File: src/rtl/core/lfia_pkg.sv
// Shared constants, codes, command and status types and encoders of the identifier allocator.
package lfia_pkg;

   // Identifier space and bitmap organisation
   localparam int ID_COUNT    = 4096;
   localparam int ID_W        = 12;
   localparam int LF_W        = 13;
   localparam int WORD_BITS   = 32;
   localparam int BIT_W       = $clog2(WORD_BITS);
   localparam int WORD_COUNT  = ID_COUNT / WORD_BITS;
   localparam int WORD_W      = $clog2(WORD_COUNT);
   localparam int GROUP_SIZE  = 16;
   localparam int GRP_BIT_W   = $clog2(GROUP_SIZE);
   localparam int GROUP_COUNT = WORD_COUNT / GROUP_SIZE;
   localparam int GROUP_W     = WORD_W - GRP_BIT_W;

   localparam logic [WORD_BITS-1:0] ALL_ONES = 32'hFFFF_FFFF;

   // Request actions
   localparam logic [1:0] ACT_ALLOC    = 2'd0;
   localparam logic [1:0] ACT_FREE     = 2'd1;
   localparam logic [1:0] ACT_REGISTER = 2'd2;

   // Response status codes
   localparam logic [1:0] ST_DONE   = 2'd0;
   localparam logic [1:0] ST_FULL   = 2'd1;
   localparam logic [1:0] ST_BAD_ID = 2'd2;

   // Strobes from the controller to the datapath
   typedef struct packed {
      logic capture;
      logic decode;
      logic modify;
      logic scan_word;
      logic scan_sum;
      logic scan_hit;
      logic rsp_load;
   } cmd_type;

   // Decisions reported by the datapath
   typedef struct packed {
      logic dec_rmw;
      logic mod_scan;
      logic word_hit;
      logic word_last;
      logic grp_hit;
      logic grp_last;
      logic rsp_busy;
   } stat_type;

   // Index of the lowest set bit of a bitmap word
   function automatic logic [BIT_W-1:0] lowest_bit_word(input logic [WORD_BITS-1:0] v);
      logic [BIT_W-1:0] idx;
      idx = '0;
      for (int i = WORD_BITS - 1; i >= 0; i--) begin
         if (v[i]) begin
            idx = BIT_W'(i);
         end
      end
      return idx;
   endfunction

   // Index of the lowest set flag within a group of words
   function automatic logic [GRP_BIT_W-1:0] lowest_bit_group(input logic [GROUP_SIZE-1:0] v);
      logic [GRP_BIT_W-1:0] idx;
      idx = '0;
      for (int i = GROUP_SIZE - 1; i >= 0; i--) begin
         if (v[i]) begin
            idx = GRP_BIT_W'(i);
         end
      end
      return idx;
   endfunction

endpackage

File: src/rtl/core/lfia_ctrl.sv
// Sequencing state machine of the identifier allocator.
module lfia_ctrl (
   input  logic              clock,
   input  logic              reset,
   input  logic              req_valid,
   output logic              req_ready,
   input  lfia_pkg::stat_type stat,
   output lfia_pkg::cmd_type  cmd
);

   typedef enum logic [6:0] {
      S_IDLE      = 7'b0000001,
      S_DECODE    = 7'b0000010,
      S_MODIFY    = 7'b0000100,
      S_SCAN_WORD = 7'b0001000,
      S_SCAN_SUM  = 7'b0010000,
      S_SCAN_HIT  = 7'b0100000,
      S_RESP      = 7'b1000000
   } state_type;

   state_type state_ff, state_in;

   // Take a request only between operations
   assign req_ready = (state_ff == S_IDLE);

   // Drive the datapath strobes from the current state
   always_comb begin
      cmd           = '0;
      cmd.capture   = (state_ff == S_IDLE) && req_valid;
      cmd.decode    = (state_ff == S_DECODE);
      cmd.modify    = (state_ff == S_MODIFY);
      cmd.scan_word = (state_ff == S_SCAN_WORD);
      cmd.scan_sum  = (state_ff == S_SCAN_SUM);
      cmd.scan_hit  = (state_ff == S_SCAN_HIT);
      cmd.rsp_load  = (state_ff == S_RESP) && !stat.rsp_busy;
   end

   // Advance through decode, read-modify-write and scan
   always_comb begin
      state_in = state_ff;
      case (state_ff)
         S_IDLE: begin
            if (req_valid) state_in = S_DECODE;
         end
         S_DECODE: begin
            state_in = stat.dec_rmw ? S_MODIFY : S_RESP;
         end
         S_MODIFY: begin
            state_in = stat.mod_scan ? S_SCAN_WORD : S_RESP;
         end
         S_SCAN_WORD: begin
            state_in = (stat.word_hit || stat.word_last) ? S_RESP : S_SCAN_SUM;
         end
         S_SCAN_SUM: begin
            if (stat.grp_hit) state_in = S_SCAN_HIT;
            else if (stat.grp_last) state_in = S_RESP;
         end
         S_SCAN_HIT: begin
            state_in = S_RESP;
         end
         S_RESP: begin
            if (!stat.rsp_busy) state_in = S_IDLE;
         end
         default: begin
            state_in = S_IDLE;
         end
      endcase
   end

   always_ff @(posedge clock) begin
      if (reset) begin
         state_ff <= S_IDLE;
      end else begin
         state_ff <= state_in;
      end
   end

endmodule

File: config.mk
export PLATFORM = sky130hd
export DESIGN_NAME = lfia_ctrl
export DESIGN_NICKNAME = d
export VERILOG_FILES = /design/src/rtl/core/lfia_pkg.sv /design/src/rtl/core/lfia_ctrl.sv
export SDC_FILE = /design/constraint.sdc
export NUM_CORES = 1
export LEC_CHECK = 0
export ABC_CLOCK_PERIOD_IN_PS = 1810
export BUFFER_PORTS_ARGS = -buffer_cell sky130_fd_sc_hd__buf_2
export CAP_MARGIN = 20
export CORE_AREA = 2 2 39 41
export DETAILED_ROUTE_END_ITERATION = 7
export DIE_AREA = 0 0 41 43
export GPL_TIMING_DRIVEN = 0
export SLEW_MARGIN = 5
export SYNTH_ARGS = -nofsm -noshare
export SYNTH_HDL_FRONTEND = slang
export SYNTH_SLANG_ARGS = --single-unit
File: constraint.sdc
create_clock -name clock -period 1.81 [get_ports clock]
set_clock_uncertainty 0.2 [all_clocks]
set_input_delay 0.362 -clock clock [delete_from_list [all_inputs] [get_ports clock]]
set_output_delay 0.362 -clock clock [all_outputs]
set_load 0.02 [all_outputs]
# Word level (Yosys, flattened, before mapping)
# Cells that the tools add are included.
[word_totals] register_bits=7 in_bits=10 word_cells=24
[op_classes] n_eq_ne=10 n_mux=8 n_reduce_logical=5
[ops] operator="$mux 7" count=7
[ops] operator="$pmux 7 s7" count=1
[ops] operator="$eq 7x1->1 const B" count=1
[ops] operator="$eq 7x2->1 const B" count=1
[ops] operator="$eq 7x3->1 const B" count=1
[ops] operator="$eq 7x4->1 const B" count=1
[ops] operator="$eq 7x5->1 const B" count=1
[ops] operator="$eq 7x6->1 const B" count=1
[ops] operator="$eq 7x7->1 const B" count=1
[ops] operator="$ne 2x2->1 const B" count=2
[ops] operator="$ne 3x3->1 const B" count=1
[ops] operator="$reduce_and 3->1" count=1
[ops] operator="$logic_and 1x1->1" count=2
[ops] operator="$logic_not 1->1" count=1
[ops] operator="$logic_or 1x1->1" count=1

# Longest topological paths before layout
# Gate-level depths: netlist (run 1).
[logic_depth] word_depth=3 ltp_mapped=7 ltp_nobuf=6

# Worst setup path after synthesis (run 1)
# Ideal clock, no wire load.
[synth_timing] path_kind="reg2out" startpoint="register state_ff[0]" endpoint="output cmd[0] (netlist bit)" arrival_time_ns=1.476 slack_ns=-0.228 path_stages_with_launch=4 cell_sequence="dfxtp_1 > nor3_1 > nand2_1 > nor4b_1"
[synth_lines] element="from (decl)" line_no="lfia_ctrl.sv:21" rtl="state_type state_ff, state_in;"
[synth_lines] element="from (signal assigned)" line_no="lfia_ctrl.sv:74" rtl="state_ff <= state_in;"
[synth_lines] element="to (decl)" line_no="lfia_ctrl.sv:8" rtl="output lfia_pkg::cmd_type cmd"

==> summary.md, run 1 <==
| Metric | Value |
|---|---|
| Outcome | `complete, but fails checks` |
| Failing checks | `setup timing` |
| Antenna violations before repair | `0` |
| Initial Util | `a little over a third` |
| Fin. max-slew vios | `0` |
| Synthesized instance count | `65` |
| RSZ-0062 raised after global routing | `true` |
| Biggest regs | `state_ff: 7 flops` |
| # IOs | `18` |
| CP Max Fanout | `4` |
| TritonRoute pass-1 iters | `4` |
| Final cell count without fillers | `approximately 120` |
| Vias in the first global route | `567` |
| Asr flop ratio synth | `0%` |
| Synth unique cells | `30` |
| Avg Cell Area, Syn | `approximately 7.5 um^2` |
| Synthesized cell area | `~490 um^2` |
| Total Wirelength | `1700 um` |
| Leak pwr | `0.378 nW` |
| Seq cells post-synth | `7` |
| CP Data Required Time | `1.25 ns` |
| Synth warnings | `0` |
| Design Power | `831 uW` |
| CTS root buf | `clkbuf_4` |
| Worst path max stage delay | `0.37 ns` |
| Post-synthesis sequential area ratio | `around 29%` |
| Port Buf Inserts | `17` |
| Setup ws final | `-0.173 ns` |
| Die area | `around 1800 um^2` |
| Number of antenna repair diodes | `0` |
| Synth area leader | `dfxtp_1` |
| Fill count | `approximately 120` |
| # setup viols final | `9` |
| Total CTS buffers | `3` |
| 1st-iter DRT viols | `13` |
| RD Place Congestion | `0.800` |
| Syn nets | `75` |
| FP Rows | `14` |
| R2R Setup Slk | `-0.07 ns` |
| Nets | `110` |
| Area growth syn-to-layout | `81.6%` |
| CTS Hold Buffers Added | `0` |
| Global route overflow | `0` |
| Worst path slowest cell | `or3_4` |
| Min Tclk post-route | `1.98 ns` |
| EDFF count, synth | `0` |
| Synth top area share | `between 20 and 30%` |
| Core ar. | `approximately 1400 um^2` |
| Clock Latency Late Sink | `roughly 0.25 ns` |
| Worst min-delay path class | `input pin to flip-flop` |
| Register name with the most flops | `state_ff` |
| Largest net degree at the start of global routing | `10` |
| Max clock buf depth | `2` |
| Fin Hold WS | `0.137 ns` |
| Drt via density | `about 5.6` |
| Area contributors post-synth | `dfxtp_1 29%, nor2_1 6.9%, and3_1 6.4%` |
| Total GRT Usage | `about a fifth` |
| CTS clk-pin slew, worst paths | `0.06 ns` |
| Worst-margin pin slew | `roughly 0.29 ns` |
| CP arrival | `~1.4 ns` |
| Final instance area | `approximately 890 um^2` |
| Wire per inst | `between 10 and 15 um` |
| Via count | `roughly 650` |
| Crit. End Element | `primary output` |
| Clock Sinks | `7` |
| Period utilization | `110%` |
| First-pass GRT wire length | `around 2400 um` |
| Register area | `between 150 and 200 um^2` |
| Peak Freq | `0.504 GHz` |
| Ys flop type | `dfxtp_1` |
| Routed Antenna Nets | `0` |
| Total of max-cap violations | `0` |
| Crit path launch | `state_ff[5]` |
| Power Density | `933 nW/um^2` |
| CP top delay family | `simple AND/OR/NAND/NOR gates` |
| Largest register FFs | `7` |
| Rel. slew slack | `80.8%` |
| CTS tree | `done` |
| Area after DPL | `602 um^2` |
| Die width | `about 40 um` |
| Die height | `between 40 and 50 um` |
| Post-route DRC | `0` |
| Detailed-placement wirelength estimate | `998 um` |
| Worst Setup Start Kind | `flip-flop` |
| CTS HTree Levels | `1` |
| Final Hold Vio Count | `0` |
| Crit path buffers/inverters | `1` |
| CP Cell Sequence | `or3_4 -> and4bb_4 -> buf_6` |
| Worst IR Drop VDD | `slightly above 0.6 mV` |
| Placed Cells | `between 90 and 100` |
| Reg2reg start | `state_ff[5]` |
| Worst hold start | `reset` |
| Multi-input logic area | `about 430 um^2` |
| Kind of critical path | `flip-flop to primary output` |
| Fraction of layout cells with a size suffix above 1 | `~63%` |
==> synth_stat cells, drive strengths merged, types with 2 or more instances <==
| library cell | count |
|---|---|
| o21ai | 4 |
| o31ai | 2 |
| a21oi | 5 |
| inv | 5 |
| dfxtp | 7 |
| nand3 | 2 |
| nor4 | 3 |
| nor2 | 9 |
| nand2 | 3 |
| nor3 | 2 |
| nor4b | 2 |
| and3 | 5 |
==> what timing repair did <==
item	CTS	global route
setup buffers	7	7
endpoints found under the hold margin	0	0
pin swaps	4	8
setup endpoints to repair	11	11
resized for setup	22	27
==> final cells by class <==
| type | instances | area share, % |
|---|---|---|
| clock buffer | 4 | 2.95 |
| sequential | 7 | 18.1 |
| multi-input combinational | 52 | 47.9 |
| timing repair buffer | 31 | 26.7 |
| tap | 16 | 2.25 |
| inverter | 5 | 2.11 |
==> where the power goes <==
group | switching, mW | total [mW] | internal (mW)
combinational | 0.199 | 0.452 | 0.253
sequential | 0.0583 | 0.236 | 0.178
clock | 0.0587 | 0.143 | 0.0842
total | 0.316 | 0.831 | 0.515
==> final timing paths <==
path / endpoint / cells after the start
worst max-delay path: cmd[5] / 3
worst min-delay path: state_ff[4] / 2
worst max register to register: state_ff[6] / 7
worst min register to register: state_ff[6] / 2
==> through the flow <==
step	setup TNS, ns	setup WS, ns	utilization [%]
floorplan	0	0.000394	-
global placement	-0.216	-0.0667	43.5
detailed placement	-0.329	-0.106	43.5
CTS	-0.937	-0.197	52.9
global route	-1.53	-0.217	64.4
finish	-0.883	-0.173	64.4
==> routing by layer <==
metal,vias up,GRT usage (%),wire length [um]
li1,314,-,-
met1,295,24.7,728
met2,29,32.2,846
met3,10,3.14,74
met4,0,14.0,48
met5,-,0,0
==> cell families after synthesis <==
group / share of synthesized area, %
xor gates and xnor gates: 1.79
DFF: 28.6
buffers and inverters: 6.12
AOI/OAI and AO/OA: 21.7
and+or+nand+nor: 41.8
==> layout by cell type, fill, tap and decap left out, types with 2 or more instances in the layout <==
cell type / n
and3_4: 2
buf_2: 10
buf_4: 13
nor2_4: 2
clkbuf_4: 3
o21ai_0: 2
a21oi_1: 5
buf_6: 8
inv_2: 2
dfxtp_4: 5
and3_1: 3
dfxtp_2: 2
nor3_4: 2
nor2_1: 6
nor4_2: 2
nand2_2: 2
inv_1: 3
o21ai_1: 2
Note: power is estimated with default switching activity, not from simulation.
==> inputs of run 2 (changes only) <==
--- a/config.mk
+++ b/config.mk
@@ -12,6 +12,7 @@
 export DETAILED_ROUTE_END_ITERATION = 7
 export DIE_AREA = 0 0 41 43
 export GPL_TIMING_DRIVEN = 0
+export PLACE_DENSITY = 0.71
 export SLEW_MARGIN = 5
 export SYNTH_ARGS = -nofsm -noshare
 export SYNTH_HDL_FRONTEND = slang
==> run 2 against run 1 <==
The run still ends with setup timing left. Critical endpoint unchanged. Sequential power down 3%. Setup slack worse by 0.013 ns. Hold slack worse by 0.015 ns. Cell count rose by 1.7%. Largest cell class unchanged.
==> summary.md, run 2 (synthesized netlist as in run 1, its figures left out) <==
| Metric | Value |
|---|---|
| Outcome | `complete, but fails checks` |
| Failing checks | `setup timing` |
| Period utilization | `110% (+0.72 points)` |
| Final instance area | `887 um^2 (-0.42%)` |
| Fin. max-slew vios | `0 (unchanged)` |
| Global route overflow | `0 (unchanged)` |
| Detailed-placement wirelength estimate | `965 um (-3.4%)` |
| Total Wirelength | `1870 um (+10%)` |
| Wire per inst | `16.0 um (+8.5%)` |
| Worst reg-to-reg path cell count | `6 (-1)` |
| # setup viols final | `9 (unchanged)` |
| Reg2reg start | `state_ff[5]` |
| Area after DPL | `602 um^2 (unchanged)` |
| Largest register FFs | `7 (unchanged)` |
| Post-route DRC | `0 (unchanged)` |
| Worst hold start | `reset` |
| Worst-margin pin slew | `0.298 ns (+0.0118 ns)` |
| RD Place Congestion | `0.775 (-3.1%)` |
| Worst min-delay path class | `input pin to flip-flop` |
| Antenna violations before repair | `0 (unchanged)` |
| Die area | `1760 um^2 (unchanged)` |
| Leak pwr | `0.401 nW (+6.2%)` |
| Crit. End Element | `primary output` |
| Reg-to-reg critical path endpoint | `state_ff[6]` |
| RSZ-0062 raised after global routing | `true` |
| Dpl ws | `-0.113 ns (-0.00737 ns)` |
| Register name with the most flops | `state_ff` |
| Final cell count without fillers | `117 (+1.7%)` |
| Number of antenna repair diodes | `0 (unchanged)` |
| Peak Freq | `0.501 GHz (-0.65%)` |
| Largest net degree at the start of global routing | `10 (unchanged)` |
| CTS tree | `done` |
| Max clock buf depth | `2 (unchanged)` |
| Die width | `41 um (unchanged)` |
| Fraction of layout cells with a size suffix above 1 | `61.4% (-1.2 points)` |
| Core ar. | `1380 um^2 (unchanged)` |
| Initial Util | `35.4% (unchanged)` |
| Hold Path Sink | `state_ff[6]` |
| Commonest non-fill, non-tap cell in the layout | `buf_4` |
| # IOs | `18 (unchanged)` |
| CP Data Required Time | `1.25 ns (about the same)` |
| First-pass GRT wire length | `2330 um (-4.0%)` |
| Kind of critical path | `flip-flop to primary output` |
| Design Power | `812 uW (-2.3%)` |
| Worst IR Drop VDD | `0.641 mV (+3.6%)` |
| Final Hold Vio Count | `0 (unchanged)` |
| CP Max Fanout | `5 (+1)` |
| Port Buf Inserts | `17 (unchanged)` |
| CTS HTree Levels | `1 (unchanged)` |
| Total CTS buffers | `3 (unchanged)` |
| Biggest regs | `state_ff: 7 flops` |
| Clock Latency Late Sink | `0.27 ns (+0.02 ns)` |
| Die height | `43 um (unchanged)` |
| Drt via density | `5.61 (-0.50%)` |
| Routed Antenna Nets | `0 (unchanged)` |
| R2R Setup Slk | `0 ns (+0.07 ns)` |
| CTS root buf | `clkbuf_4` |
| Setup ws final | `-0.186 ns (-0.0130 ns)` |
| Clock Sinks | `7 (unchanged)` |
| FP Rows | `14 (unchanged)` |
| Rel. slew slack | `79.9% (-0.95 points)` |
| TritonRoute pass-1 iters | `4 (unchanged)` |
| Placed Cells | `98 (unchanged)` |
| Total GRT Usage | `21.0% (+0.24 points)` |
| Most frequent cells in the layout | `18 x buf_4, 10 x buf_2, 6 x nor2_1, 5 x dfxtp_4` |
| Power Density | `915 nW/um^2 (-1.9%)` |
| Nets | `112 (+1.8%)` |
| Worst Setup Start Kind | `flip-flop` |
| WHS Path Cells | `2 (unchanged)` |
| Area growth syn-to-layout | `80.9%` |
| Total of max-cap violations | `0 (unchanged)` |
| Min Tclk post-route | `2.00 ns (+0.0130 ns)` |
| 1st-iter DRT viols | `23 (+10)` |
| Vias in the first global route | `519 (-8.5%)` |
| CTS clk-pin slew, worst paths | `0.06 ns (about the same)` |
| Via count | `656 (+1.2%)` |
| CP arrival | `1.43 ns (about the same)` |
run 2: cell count changes in the layout (fill, tap and decap cells not counted), moves of 2 or more:
cell	before	now
nor4_1	0	2
nor4_2	2	0
buf_4	13	18
buf_6	8	4
run 2: metrics by stage:
stage                     utilization (%)  hold WS [ns]  setup TNS, ns
after global placement               43.5         0.404         -0.165
after floorplan                         -         0.230              0
after detailed placement             43.5         0.399         -0.345
final                                64.1         0.121         -0.942
after CTS                            54.4         0.126         -0.997
after global routing                 64.1         0.130          -1.45
run 2: routing by layer:
layer / wire (um) / global-route usage, %
met5: 0 / 0
met4: 45 / 14.0
met3: 78 / 6.28
met2: 989 / 30.3
met1: 758 / 25.4
run 2: report_power, final:
group / switching, mW / internal [mW] / leakage [nW]
Sequential: 0.0551 / 0.173 / 0.0610
Combinational: 0.199 / 0.227 / 0.325
Clock: 0.0736 / 0.0852 / 0.0150
run 2: final cells by class:
class,count,area [um^2]
clock buffers,4,26.3
well taps,16,20.0
fillers,114,497
repair buffers,33,243
inverters,5,18.8
flip-flops and latches,7,161
multi-input cells,52,418
run 2: worst max-delay path, stage by stage, from the launching register on:
cell and delay [ns]:
dfxtp_4 0.36, or3_4 0.37, and4bb_4 0.32, buf_6 0.12
run 2: how the worst max path moves through the flow:
stage          slack, ns        start           to  depth (start not counted)
3_3_place_gp       -0.06  state_ff[5]  state_ff[3]                          6
5_1_grt            -0.23  state_ff[5]       cmd[0]                          5
6_report           -0.19  state_ff[5]       cmd[5]                          3
2_1_floorplan     0.0004  state_ff[5]  state_ff[6]                          6
3_5_place_dp       -0.11  state_ff[5]  state_ff[3]                          6
4_1_cts            -0.20  state_ff[5]       cmd[5]                          3
run 2: repair_timing:
item | 4_1_cts | 5_1_grt
setup buffers | 8 | 9
hold endpoints to repair | 0 | 0
cloned | 0 | 0
pin swaps | 5 | 15
endpoints found under the setup margin | 11 | 13
hold buffers | 0 | 0
resized for setup | 24 | 21
